<file path="config.mk">
export PLATFORM = sky130hd
export DESIGN_NAME = bounded_ordered_list_engine_top
export DESIGN_NICKNAME = d
export VERILOG_FILES = /design/src/hdl/bole_pkg.sv /design/src/hdl/bounded_ordered_list_engine_top.sv /design/src/hdl/bole_store.sv /design/src/hdl/bole_pick.sv
export SDC_FILE = /design/constraint.sdc
export NUM_CORES = 1
export LEC_CHECK = 0
export BUFFER_PORTS_ARGS = -buffer_cell sky130_fd_sc_hd__buf_2
export CAP_MARGIN = 15
export CELL_PAD_IN_SITES_DETAIL_PLACEMENT = 1
export CELL_PAD_IN_SITES_GLOBAL_PLACEMENT = 2
export CORE_MARGIN = 5
export CORE_UTILIZATION = 49
export DETAILED_ROUTE_END_ITERATION = 8
export PLACE_DENSITY = 0.83
export SYNTH_ARGS = -nofsm -noshare
export SYNTH_HDL_FRONTEND = slang
export SYNTH_HIERARCHICAL = 1
export SYNTH_SLANG_ARGS = --single-unit
</file>
<file path="constraint.sdc">
create_clock -name clk -period 13.08 [get_ports clk]
set_input_delay 1.308 -clock clk [delete_from_list [all_inputs] [get_ports clk]]
set_output_delay 1.308 -clock clk [all_outputs]
set_load 0.02 [all_outputs]
</file>
<file path="src/hdl/bole_pkg.sv">
// Shared types and constants for the bounded ordered list engine.
// Depends on nothing; every other file in this folder imports it.
package bole_pkg;

  localparam int DATA_W = 32;
  localparam int POS_W  = 8;
  localparam int OP_W   = 3;
  localparam int STAT_W = 2;
  localparam int LEN_W  = 5;

  // Operation codes; codes 5 to 7 carry no meaning and are ignored.
  localparam logic [OP_W-1:0] OP_INSERT_HEAD = 3'd0;
  localparam logic [OP_W-1:0] OP_REMOVE_HEAD = 3'd1;
  localparam logic [OP_W-1:0] OP_REMOVE_TAIL = 3'd2;
  localparam logic [OP_W-1:0] OP_REMOVE_AT   = 3'd3;
  localparam logic [OP_W-1:0] OP_REMOVE_ITEM = 3'd4;

  // Result status codes.
  localparam logic [STAT_W-1:0] ST_DONE = 2'd0;
  localparam logic [STAT_W-1:0] ST_NONE = 2'd1;
  localparam logic [STAT_W-1:0] ST_FULL = 2'd2;

  typedef struct packed {
    logic [OP_W-1:0]          operation;
    logic signed [DATA_W-1:0] item_value;
    logic [POS_W-1:0]         position;
  } request_t;

  typedef struct packed {
    logic [STAT_W-1:0]        status;
    logic signed [DATA_W-1:0] removed_value;
    logic [LEN_W-1:0]         list_length;
  } result_t;

  // Update command from the decision logic to the entry storage.
  typedef struct packed {
    logic insert;
    logic remove;
  } store_cmd_t;

endpackage

</file>
<file path="src/hdl/bounded_ordered_list_engine_top.sv">
// Top level of the bounded ordered list engine: request register, length
// register and result register around bole_pick and bole_store. Uses bole_pkg.
//
// The engine holds an ordered list of up to CAPACITY signed 32-bit values,
// slot 0 being the head, and carries out one operation per request word:
// insert at head, remove head, remove tail, remove at an index, or remove the
// first entry equal to a value. A request word is taken at a rising edge where
// start is high and busy is low; busy is set by rst and clears at the first
// edge with rst low, after which a new word can be issued in every cycle.
// Each word yields exactly one result word, shown on result for a single
// cycle with done high, through the request register and then the result
// register. There is no way to hold a result back, so the receiver must
// capture it in that cycle. The work for a word is one pass of logic between
// the request register and the result register; its depth is set by the
// parallel compare across all CAPACITY slots and the priority pick of the first
// match. list_length reports the low five bits of the count of held entries.
module bounded_ordered_list_engine_top #(
  parameter int CAPACITY = 16
) (
  input  logic               clk,
  input  logic               rst,
  input  logic               start,
  output logic               busy,
  input  bole_pkg::request_t request,
  output logic               done,
  output bole_pkg::result_t  result
);
  import bole_pkg::*;

  localparam int CNT_W = $clog2(CAPACITY + 1);
  localparam int EXT_W = (CNT_W > LEN_W) ? CNT_W : LEN_W;

  // Request stage.
  logic     req_valid;
  request_t req;

  // Length of the list.
  logic [CNT_W-1:0] count;
  logic [CNT_W-1:0] count_next;

  logic [CAPACITY-1:0]      sel;
  logic [CAPACITY-1:0]      hit;
  store_cmd_t               cmd;
  store_cmd_t               cmd_gated;
  logic [STAT_W-1:0]        status_next;
  logic signed [DATA_W-1:0] removed;
  logic [EXT_W-1:0]         len_ext;

  always_ff @(posedge clk) begin
    if (rst) begin
      busy      <= 1'b1;
      req_valid <= 1'b0;
    end else begin
      busy      <= 1'b0;
      req_valid <= start && !busy;
    end
    if (start && !busy) begin
      req <= request;
    end
  end

  bole_pick #(
    .CAPACITY (CAPACITY)
  ) u_pick (
    .req        (req),
    .count      (count),
    .hit        (hit),
    .sel        (sel),
    .cmd        (cmd),
    .status     (status_next),
    .count_next (count_next)
  );

  // The slots change only when a request word is really in the stage.
  assign cmd_gated.insert = cmd.insert && req_valid;
  assign cmd_gated.remove = cmd.remove && req_valid;

  bole_store #(
    .CAPACITY (CAPACITY)
  ) u_store (
    .clk     (clk),
    .cmd     (cmd_gated),
    .value   (req.item_value),
    .sel     (sel),
    .hit     (hit),
    .removed (removed)
  );

  assign len_ext = EXT_W'(count_next);

  // The length register and the result strobe are control state; the result
  // payload is loaded with each word and needs no reset.
  always_ff @(posedge clk) begin
    if (rst) begin
      count <= '0;
      done  <= 1'b0;
    end else begin
      done <= req_valid;
      if (req_valid) begin
        count <= count_next;
      end
    end
    if (req_valid) begin
      result.status        <= status_next;
      result.removed_value <= removed;
      result.list_length   <= len_ext[LEN_W-1:0];
    end
  end

endmodule

</file>
<file path="src/hdl/bole_store.sv">
// Entry storage of the list engine: the slot registers, the parallel compare
// against the search value, removal read-out and the one-place shifts. Uses bole_pkg.
module bole_store #(
  parameter int CAPACITY = 16
) (
  input  logic                               clk,
  input  bole_pkg::store_cmd_t               cmd,
  input  logic signed [bole_pkg::DATA_W-1:0] value,
  input  logic [CAPACITY-1:0]                sel,
  output logic [CAPACITY-1:0]                hit,
  output logic signed [bole_pkg::DATA_W-1:0] removed
);
  import bole_pkg::*;

  logic signed [DATA_W-1:0] entries [CAPACITY];
  logic [CAPACITY-1:0]      shift_up;

  // For a one-hot removal select, every slot at or behind it pulls from its successor.
  assign shift_up = ~(sel - CAPACITY'(1));

  always_comb begin
    for (int j = 0; j < CAPACITY; j++) begin
      hit[j] = (entries[j] == value);
    end
  end

  always_comb begin
    removed = '0;
    for (int j = 0; j < CAPACITY; j++) begin
      if (sel[j]) begin
        removed = removed | entries[j];
      end
    end
  end

  always_ff @(posedge clk) begin
    if (cmd.insert) begin
      entries[0] <= value;
      for (int j = 1; j < CAPACITY; j++) begin
        entries[j] <= entries[j-1];
      end
    end else if (cmd.remove) begin
      for (int j = 0; j < CAPACITY - 1; j++) begin
        if (shift_up[j]) begin
          entries[j] <= entries[j+1];
        end
      end
    end
  end

endmodule

</file>
<file path="src/hdl/bole_pick.sv">
// Decision logic of the list engine: decodes the operation, picks the slot to
// remove as a one-hot select, and forms status and the new length. Uses bole_pkg.
module bole_pick #(
  parameter  int CAPACITY = 16,
  localparam int CNT_W    = $clog2(CAPACITY + 1)
) (
  input  bole_pkg::request_t            req,
  input  logic [CNT_W-1:0]              count,
  input  logic [CAPACITY-1:0]           hit,
  output logic [CAPACITY-1:0]           sel,
  output bole_pkg::store_cmd_t          cmd,
  output logic [bole_pkg::STAT_W-1:0]   status,
  output logic [CNT_W-1:0]              count_next
);
  import bole_pkg::*;

  localparam int CMP_W = (CNT_W > POS_W) ? CNT_W : POS_W;

  logic [CMP_W-1:0]    cnt_c;
  logic [CMP_W-1:0]    pos_c;
  logic [CMP_W-1:0]    last_c;
  logic [CAPACITY-1:0] live;
  logic [CAPACITY-1:0] at_pos;
  logic [CAPACITY-1:0] at_tail;
  logic [CAPACITY-1:0] live_hit;
  logic [CAPACITY-1:0] first_hit;
  logic                nonempty;
  logic                full;
  logic                is_remove;

  assign cnt_c    = CMP_W'(count);
  assign pos_c    = CMP_W'(req.position);
  assign last_c   = cnt_c - CMP_W'(1);
  assign nonempty = (count != '0);
  assign full     = (count == CNT_W'(CAPACITY));

  always_comb begin
    for (int j = 0; j < CAPACITY; j++) begin
      live[j]    = (CMP_W'(j) < cnt_c);
      at_pos[j]  = (CMP_W'(j) == pos_c);
      at_tail[j] = (CMP_W'(j) == last_c);
    end
  end

  // Only held entries may match; the lowest match wins.
  assign live_hit  = hit & live;
  assign first_hit = live_hit & (~live_hit + CAPACITY'(1));

  always_comb begin
    sel        = '0;
    cmd        = '0;
    status     = ST_NONE;
    count_next = count;
    is_remove  = 1'b0;
    case (req.operation)
      OP_INSERT_HEAD: begin
        if (full) begin
          status = ST_FULL;
        end else begin
          cmd.insert = 1'b1;
          status     = ST_DONE;
          count_next = count + CNT_W'(1);
        end
      end
      OP_REMOVE_HEAD: begin
        is_remove = 1'b1;
        sel       = nonempty ? CAPACITY'(1) : '0;
      end
      OP_REMOVE_TAIL: begin
        is_remove = 1'b1;
        sel       = nonempty ? at_tail : '0;
      end
      OP_REMOVE_AT: begin
        is_remove = 1'b1;
        sel       = (pos_c < cnt_c) ? at_pos : '0;
      end
      OP_REMOVE_ITEM: begin
        is_remove = 1'b1;
        sel       = first_hit;
      end
      default: begin
        is_remove = 1'b0;
      end
    endcase
    if (is_remove && (sel != '0)) begin
      cmd.remove = 1'b1;
      status     = ST_DONE;
      count_next = count - CNT_W'(1);
    end
  end

endmodule
</file>
### Word level (Yosys, flattened, before mapping)

Memory sizes are Yosys's and may differ from the RTL's.
Index checks and enable logic that the tools add are counted.

| word-level totals | value |
|---|---|
| register bits after elaboration | 90 |
| memory bits (writable) | 512 |
| word-level logic and storage cells | 239 |
| input port bits | 46 |
| memories | 1 |
| output and inout bits | 41 |

Memories:

| name | depth | bits a word | rd ports | clocked after Yosys merged registers in | write ports | line | source |
|---|---|---|---|---|---|---|---|
| u_store.entries | 16 | 32 | 16 | 0 | 16 | bole_store.sv:15 | `logic signed [DATA_W-1:0] entries [CAPACITY];` |

| operators by class | value |
|---|---|
| order comparisons | 17 |
| reduce and logical (&&, ||, !) cells | 12 |
| equality and inequality tests | 51 |
| add/subtract/negate cells | 5 |
| bitwise gates (word level) | 35 |
| muxes and demuxes | 107 |

Operator list:

| cell | number |
|---|---|
| $mux 32 | 31 |
| $eq 32x32->1 | 16 |
| $or 32x32->32 | 15 |
| $eq 4x8->1 const A | 16 |
| $mux 1 | 69 |
| $eq 3x8->1 const A | 8 |
| $pmux 16 s4 | 1 |
| $lt 4x5->1 const A | 8 |
| $and 16x16->16 | 2 |
| $eq 2x8->1 const A | 4 |
| $mux 16 | 2 |
| $lt 3x5->1 const A | 4 |
| $add 16x1->16 const B | 1 |
| $eq 1x8->1 const A | 2 |
| $logic_not 8->1 | 2 |
| $not 16->16 | 1 |
| $reduce_bool 16->1 | 1 |
| $mux 5 | 3 |
| $not 15->15 | 1 |
| $or 1x1->1 | 15 |
| $sub 15x1->15 const B | 1 |
| $lt 1x5->1 const A | 2 |
| $lt 2x5->1 const A | 2 |
| $lt 8x5->1 | 1 |
| other kinds (15) | 19 |

### Logic depth before layout (Yosys ltp)

Gate-level depths: netlist of run 1.
An unclocked memory read counts as a cell.

| depth | value |
|---|---|
| depth in word-level cells | 38 |
| mapped depth | 21 |
| mapped depth without buffers | 17 |

### By module

Netlist of run 1, hierarchy kept.

By module, submodules not included:

| module | times used | cells each | area each (um^2) | seq. area each (um^2) |
|---|---|---|---|---|
| bole_store | 1 | 2218 | 29968.7 | 15374.7 |
| bounded_ordered_list_engine_top | 1 | 106 | 2736.4 | 2622.5 |
| bole_pick | 1 | 212 | 1403.8 | 0.0 |

### Worst setup path before layout of run 1

Ideal clock, no wire load.

| timing path | value |
|---|---|
| kind | reg2reg |
| start | register req[12] (netlist name) |
| end | memory u_store.entries[9][0] (netlist: u_store/entries[1][32]), enable pin |
| data required time | 12.610 ns |
| path buffers | 3 |
| setup slack | 6.722 ns |
| period minus slack after synthesis | 6.358 ns |
| setup time | 0.470 ns |
| arrival time | 5.888 ns |
| cell stages (with the launch flop) | 15 |
| path through | edfxtp_1 -> clkbuf_1 -> clkbuf_1 -> xor2_1 -> nor4_1 -> nand4_1 -> nor2_1 -> a21oi_1 -> o21ai_1 -> nor2_1 -> a211o_1 -> clkbuf_1 -> or4_4 -> o31a_1 -> o31ai_1 |

RTL lines:

| element | line |
|---|---|
| end, declared | bole_store.sv:15 |

==> impl_results.md, run 1 <==
- Status: finished, violations left
- Failing checks: max-capacitance violations, max-slew violations
- Register Area: 18000 um^2
- Area of the core: just under 70000 um^2
- Synth cell types: between 70 and 80
- Initial antenna violation count: 13
- Ys async rst share: 0%
- CTS tree: built
- Worst Skew: roughly 0.024 ns
- CP max FO: 35
- Post-Syn Nets: about 2.6k
- Synthesized cell area: between 30000 and 40000 um^2
- Post_cts resized: 0
- CTS root buf: clkbuf_16
- Post-synthesis compound-gate area fraction: approximately 8.3%
- Final routed DRC violation total: 0
- Share of power burned in registers: between 50% and 60%
- Ys Warns: 6
- Global route overflow: 0
- Design Power: 4.23 mW
- Leakage Power: roughly 13 nW
- Dpl cell area: 35600 um^2
- Fin. max-slew vios: 1
- Global-route wire length before repair: approximately 220000 um
- Largest family of logic cells by synthesized area: multiplexers
- CTS sink cnt: 602
- Startpoint types: flip-flop
- Cell Pwr Density: ~110 nW/um^2
- CTS Buffer Depth: 3
- Finished Core Util: a little over half
- Initial DRT Pass Iterations: 6
- Internal power: 3.24 mW
- Most common cell after layout, fill and taps aside: edfxtp_1
- Hold Slack: between 0.5 and 0.6 ns
- Clk pin slew, worst setup/hold paths: 0.06 ns
- CP required: between 10 and 15 ns
- Die Y: roughly 270 um
- FF-to-FF path depth: 16
- Iter 0 DRT Violations: between 5k and 6k
- Num rows: between 90 and 100
- Initial Util: 49.6%
- # fillers: between 6k and 7k
- Adder-cell share of the synthesized area: less than 1%
- Synth Area in Simple Gates: approximately 6.6%
- Clock Power Share: between 40% and 50%
- Post-route ant nets: 0
- Top_reg_cell synth: edfxtp_1
- Routed Wire Length: around 160000 um
- Mux cell area share after synthesis: between 10% and 20%
- Final setup fails: 0
- IO Pins: 87
- HP Class: flip-flop to flip-flop
- Cells after Synth: roughly 2.5k
- CTS buffer count: 69
- Peak VDD IR: ~0.00011 V
- Die width: around 270 um
- Routed vias: around 27k
- Worst-Skew Late Latency: 0.62 ns
- NetSw: 0.989 mW
- Register area share after synthesis: ~53%
- Multi-input logic area: around 16000 um^2
- Worst Path Class, Setup: flip-flop to flip-flop
- Fmax: ~120 MHz
- DP HPWL: around 110000 um
- Arr. time, crit path: ~8.4 ns
- Hold path depth: 0
- Layout Nets: approximately 2.6k
- Number of synthesized register bits: between 600 and 700
- Rel. slew slack: -0.0660%
- Max-Cap Viols: 1
- Vias in the first global route: approximately 25k
- Fin crit period: just over 8 ns
- Post-CTS Setup Repair Bufs: 0
- Synthesized area per cell: about 13 um^2
- XOR/XNOR Fraction of Synth Area: between 10% and 20%
- Sw Share: a little under a quarter
- Pin count of the biggest net entering global routing: 75
- Setup Total Neg Slack: 0 ns
- Logic pwr share: 4.4%
- P&R area growth vs syn: 10.7%
- Number of synthesized flops with an enable pin: 594
- H-Tree Depth: 3
- Most frequent cells in the layout: edfxtp_1 (594), xor2_1 (514), mux2_2 (439)
- Fin area: between 30000 and 40000 um^2
- Slew @ Worst Pin: between 1 and 1.5 ns
- Unrepaired setup endpoints after global routing: no
- Share of cells above drive strength 1: around 28%
- Hold Buf Count CTS: 0
- Routability Congestion: about 1.1
- Crit end category: flip-flop
- Vias per cell: roughly 7.5
- Routed wire length per instance: around 45 um
- Final hold violation count: 0
- Crit share post-route: approximately 62%
- Buffers added on ports: 86
- Die area: ~75000 um^2
- All-Layer GR Usage: a little over two fifths
-- critical path, stage by stage, from the launching register on --
cell and delay (ns):
edfxtp_1 0.99, xor2_1 0.40, nor4_1 1.12, nand4_1 0.19, nor2_1 0.61, o311ai_0 0.38, nand2_1 0.17, nor4b_1 0.09
a211o_2 0.34, buf_4 0.38, or4_4 0.65, nor4_4 0.39, nand2_1 0.15, and2_2 0.30, inv_1 0.71, o21ai_4 0.44
buf_4 0.42
-- state kept, by name, indices dropped and copies added, names as in the netlist --
| register | cells |
|---|---|
| req_valid | 1 |
| busy | 1 |
| u_store/entries | 512 |
| req | 43 |
| count | 5 |
| done | 1 |
| result | 39 |
-- power by group through the flow --
stage / Clock [mW] / Sequential (mW) / Combinational (mW)
floorplan: 0 / 2.17 / 0.0956
global placement: 0 / 2.20 / 0.170
detailed placement: 0 / 2.20 / 0.171
CTS: 1.90 / 2.16 / 0.172
global route: 1.98 / 2.16 / 0.180
finish: 1.89 / 2.16 / 0.185
-- through the flow --
step / std cells / worst slack, ns
final: 3551 / 4.96
after global routing: 3544 / 5.01
after CTS: 3541 / 4.82
after detailed placement: 3419 / 4.85
after global placement: 3419 / 5.02
after floorplan: 2536 / 6.72
-- final timing paths --
| check | from | to | slack, ns |
|---|---|---|---|
| hold / removal | u_store/entries[1][218]$_DFFE_PP_ | u_store/entries[1][250]$_DFFE_PP_ | 0.54 |
| setup reg to reg | req[18]$_DFFE_PP_ | u_store/entries[1][84]$_DFFE_PP_ | 4.96 |
| setup / recovery | req[18]$_DFFE_PP_ | u_store/entries[1][84]$_DFFE_PP_ | 4.96 |
| hold reg to reg | u_store/entries[1][218]$_DFFE_PP_ | u_store/entries[1][250]$_DFFE_PP_ | 0.54 |
-- routing by layer --
layer  vias up  share of wire, %  GRT usage, %
met3       630                14          14.6
met4        14               7.6          21.8
met1     13500                37          55.0
li1       9978                 -             -
met5         -             0.053             0
met2      2405                42          61.2
-- cell families (layout without fill, tap and decap cells) --
group | count (synthesis) | count (layout)
flops | 602 | 602
compound gates | 337 | 337
buf+inv | 202 | 279
xor+xnor | 523 | 523
simple gates | 374 | 374
fa+ha+maj | 12 | 12
mux | 486 | 486
other cells | 0 | 7
-- synthesized netlist by cell type (7+ instances only) --
cell type | n | area [um^2]
a221oi_1 | 129 | 1130
a22o_1 | 128 | 1120
buf_1 | 17 | 63.8
buf_2 | 20 | 100
clkbuf_1 | 139 | 522
dfxtp_1 | 8 | 160
edfxtp_1 | 594 | 17800
ha_1 | 12 | 150
inv_1 | 15 | 56.3
mux2_1 | 41 | 462
mux2_2 | 439 | 4940
nand2_1 | 36 | 135
nand3_1 | 15 | 75.1
nand4_1 | 70 | 438
nor2_1 | 38 | 143
nor2b_1 | 9 | 56.3
nor3_1 | 9 | 45.0
nor4_1 | 131 | 820
o211ai_1 | 7 | 52.6
o21ai_0 | 17 | 85.1
xnor2_1 | 9 | 78.8
xor2_1 | 514 | 4500
-- layout make-up --
type,instances,share of cell area [%]
timing repair buffer,141,2.21
tap,931,3.09
inverter,16,0.159
antenna,7,0.0464
clock buffer,83,4.74
clock inverter,39,0.842
multi-input combinational,1732,41.2
sequential,602,47.7
Power figures use the tool's default switching activity.
==> run 2: changes to the inputs <==
--- a/config.mk
+++ b/config.mk
@@ -10,9 +10,9 @@
 export CELL_PAD_IN_SITES_DETAIL_PLACEMENT = 1
 export CELL_PAD_IN_SITES_GLOBAL_PLACEMENT = 2
 export CORE_MARGIN = 5
-export CORE_UTILIZATION = 49
+export CORE_UTILIZATION = 41
 export DETAILED_ROUTE_END_ITERATION = 8
-export PLACE_DENSITY = 0.83
+export PLACE_DENSITY = 0.73
 export SYNTH_ARGS = -nofsm -noshare
 export SYNTH_HDL_FRONTEND = slang
 export SYNTH_HIERARCHICAL = 1
==> constraint.sdc (replaced) <==
create_clock -name clk -period 7.2 [get_ports clk]
set_input_delay 0.72 -clock clk [delete_from_list [all_inputs] [get_ports clk]]
set_output_delay 0.72 -clock clk [all_outputs]
set_load 0.02 [all_outputs]
==> run 2 against run 1 <==
  * The flow still finishes with violations (max-capacitance violations, max-slew violations)
  * Count of clock-buffer cells in the layout increased by 9
  * Critical path depth is the same
  * Global-route usage decreased by 4.9 points
  * Die area rose by 19%
  * Combinational power is 90% higher
  * Design area grew 2.4%
  * Sequential share of layout area shrank 1.1 points
  * Highest routed layer unchanged
==> impl_results.md, run 2 (synthesis results as in run 1) <==
- Status: finished, violations left
- Failing checks: max-capacitance violations, max-slew violations
- Iter 0 DRT Violations: roughly 4.4k
- Pin count of the biggest net entering global routing: 67
- Final hold violation count: 0
- Critical path origin: req[17]$_DFFE_PP_
- Global route overflow: 0
- Post-CTS Setup Repair Bufs: 0
- Die Y: between 200 and 300 um
- Routed wl met3: roughly 21000 um
- Largest register FFs: between 500 and 600
- Most common cell after layout, fill and taps aside: edfxtp_1
- Clk pin slew, worst setup/hold paths: approximately 0.060 ns
- Largest reg by FF count: u_store/entries
- Buffers added on ports: between 80 and 90
- Worst-Skew Late Latency: 0.63 ns
- Post-Place Setup Slack: between 0.3 and 0.4 ns
- H-Tree Depth: 3
- Critical Path Sink: u_store/entries[1][23]$_DFFE_PP_
- Fin. max-slew vios: 1
- Setup Total Neg Slack: 0 ns
- Num rows: 105
- Routed Wire Length: 171000 um
- Reg-to-reg setup timing slack: roughly 0.12 ns
- Startpoint types: flip-flop
- IO Pins: 87
- FF-to-FF path depth: 16
- Arr. time, crit path: 7.43 ns
- CP max FO: 17
- P&R area growth vs syn: 13.3%
- Final routed DRC violation total: 0
- Crit share post-route: between 90% and 100%
- Area of the core: 82200 um^2
- Routed wire length per instance: roughly 46 um
- Uppermost layer routed: met5
- Initial DRT Pass Iterations: 7
- Post-route ant nets: 0
- Most frequent cells in the layout: edfxtp_1 (594), xor2_1 (514), mux2_2 (439)
- Worst Skew: ~0.025 ns
- R2r startpoint: req[17]$_DFFE_PP_
- Vias per cell: roughly 7.0
- Met1 wire length: ~67000 um
- Worst Path Class, Setup: flip-flop to flip-flop
- Hold Crit Start: request[32]
- Rel. slew slack: -0.404%
- CTS sink cnt: roughly 600
- Max-Cap Viols: 1
- Dpl cell area: roughly 36000 um^2
- Fin area: 38600 um^2
- Die area: just under 90000 um^2
- Fmax: ~140 MHz
- HP Class: input pin to flip-flop
- Vias in the first global route: between 20k and 30k
- Global-route wire length before repair: 229000 um
- CTS root buf: clkbuf_16
- Slew @ Worst Pin: 1.49 ns
- DP HPWL: about 120000 um
- Reg-to-Reg End: u_store/entries[1][23]$_DFFE_PP_
- All-Layer GR Usage: a little under two fifths
- CTS buffer count: 73
- Routed vias: roughly 26k
- CP required: ~7.6 ns
- Final WS setup: approximately 0.12 ns
- CTS tree: built
- Routability Congestion: 1.06
- CTS Buffer Depth: 3
- Die width: roughly 300 um
- Fin crit period: just over 7 ns
- Leakage Power: between 10 and 15 nW
- Unrepaired setup endpoints after global routing: no
- Layout Nets: between 2k and 3k
- Met2 WL post-DR: 72400 um
- Initial Util: 41.5%
- Share of cells above drive strength 1: between 20% and 30%
- Peak VDD IR: approximately 0.00018 V
- Hold Buf Count CTS: 0
- Cell Pwr Density: 203 nW/um^2
- Final setup fails: 0
- Post_cts resized: 0
- Crit end category: flip-flop
- Initial antenna violation count: 12
- Largest regs: u_store/entries (512), req (43), result (39)
## run 2: changes by cell type in the layout (fill, tap and decap cells not counted), moves of 2 or more
cell        previous run  this run
buf_12                 0        16
buf_4                 52        90
bufinv_16              5         3
clkbuf_1              13        17
clkbuf_16             69        75
clkinv_2              12        10
clkinv_8               0         3
clkinvlp_4             4         1
diode_2                7         5
nor4_1               131       129
nor4_2                 2         4
## run 2: stage by stage
step                      total power, mW  instances  hold WS (ns)  util [%]
after floorplan                      4.12       2536         0.485         -
after global placement               4.33       3611         0.523      44.2
after detailed placement             4.33       3614         0.535      44.3
after CTS                            7.87       3741         0.240      47.0
after global routing                 8.04       3742         0.254      47.0
final                                7.85       3746         0.269      47.0
## run 2: area by class of cell
cell class,instances,area (um^2)
fillers,8255,43600
flip-flops and latches,602,18000
multi-input cells,1732,15600
clock buffers,92,1940
repair buffers,194,1440
well taps,1070,1340
clock inverters,35,285
inverters,16,60.1
diodes,5,12.5
## run 2: report_power, final
| part | leakage (nW) | total, mW | internal, mW | switching, mW |
|---|---|---|---|---|
| combinational | 6.63 | 0.352 | 0.101 | 0.251 |
| clock | 1.09 | 3.57 | 2.02 | 1.55 |
| sequential | 5.44 | 3.93 | 3.85 | 0.0850 |
| total | 13.2 | 7.85 | 5.97 | 1.89 |
## run 2: how the worst min path moves through the flow
| stage | endpoint | depth (start not counted) | slack (ns) |
|---|---|---|---|
| final | req[32]$_DFFE_PP_ | 1 | 0.27 |
| after global routing | req[32]$_DFFE_PP_ | 1 | 0.25 |
| after CTS | req[20]$_DFFE_PP_ | 1 | 0.24 |
| after detailed placement | u_store/entries[1][242]$_DFFE_PP_ | 0 | 0.54 |
| after global placement | u_store/entries[1][247]$_DFFE_PP_ | 0 | 0.52 |
| after floorplan | count[2]$_SDFFE_PP0P_ | 2 | 0.49 |
## run 2: layer usage
metal / track usage, % / vias up
li1: - / 10100
met1: 50.4 / 13600
met2: 54.8 / 2028
met3: 10.7 / 446
met4: 16.3 / 14
met5: 0.595 / -
## run 2: critical path, cell delays in order (launching register included)
cell,delay (ns)
edfxtp_1,0.94
xor2_1,0.33
nor4_1,1.28
nand4_1,0.38
nor2_1,0.48
o21ai_0,0.17
or4_1,0.52
o211ai_1,0.13
nor3_1,0.09
buf_4,0.18
nand2_1,0.14
and2_2,0.24
nor2b_1,0.59
nand2_1,0.21
o21ai_4,0.45
buf_12,0.24
mux2_2,0.37
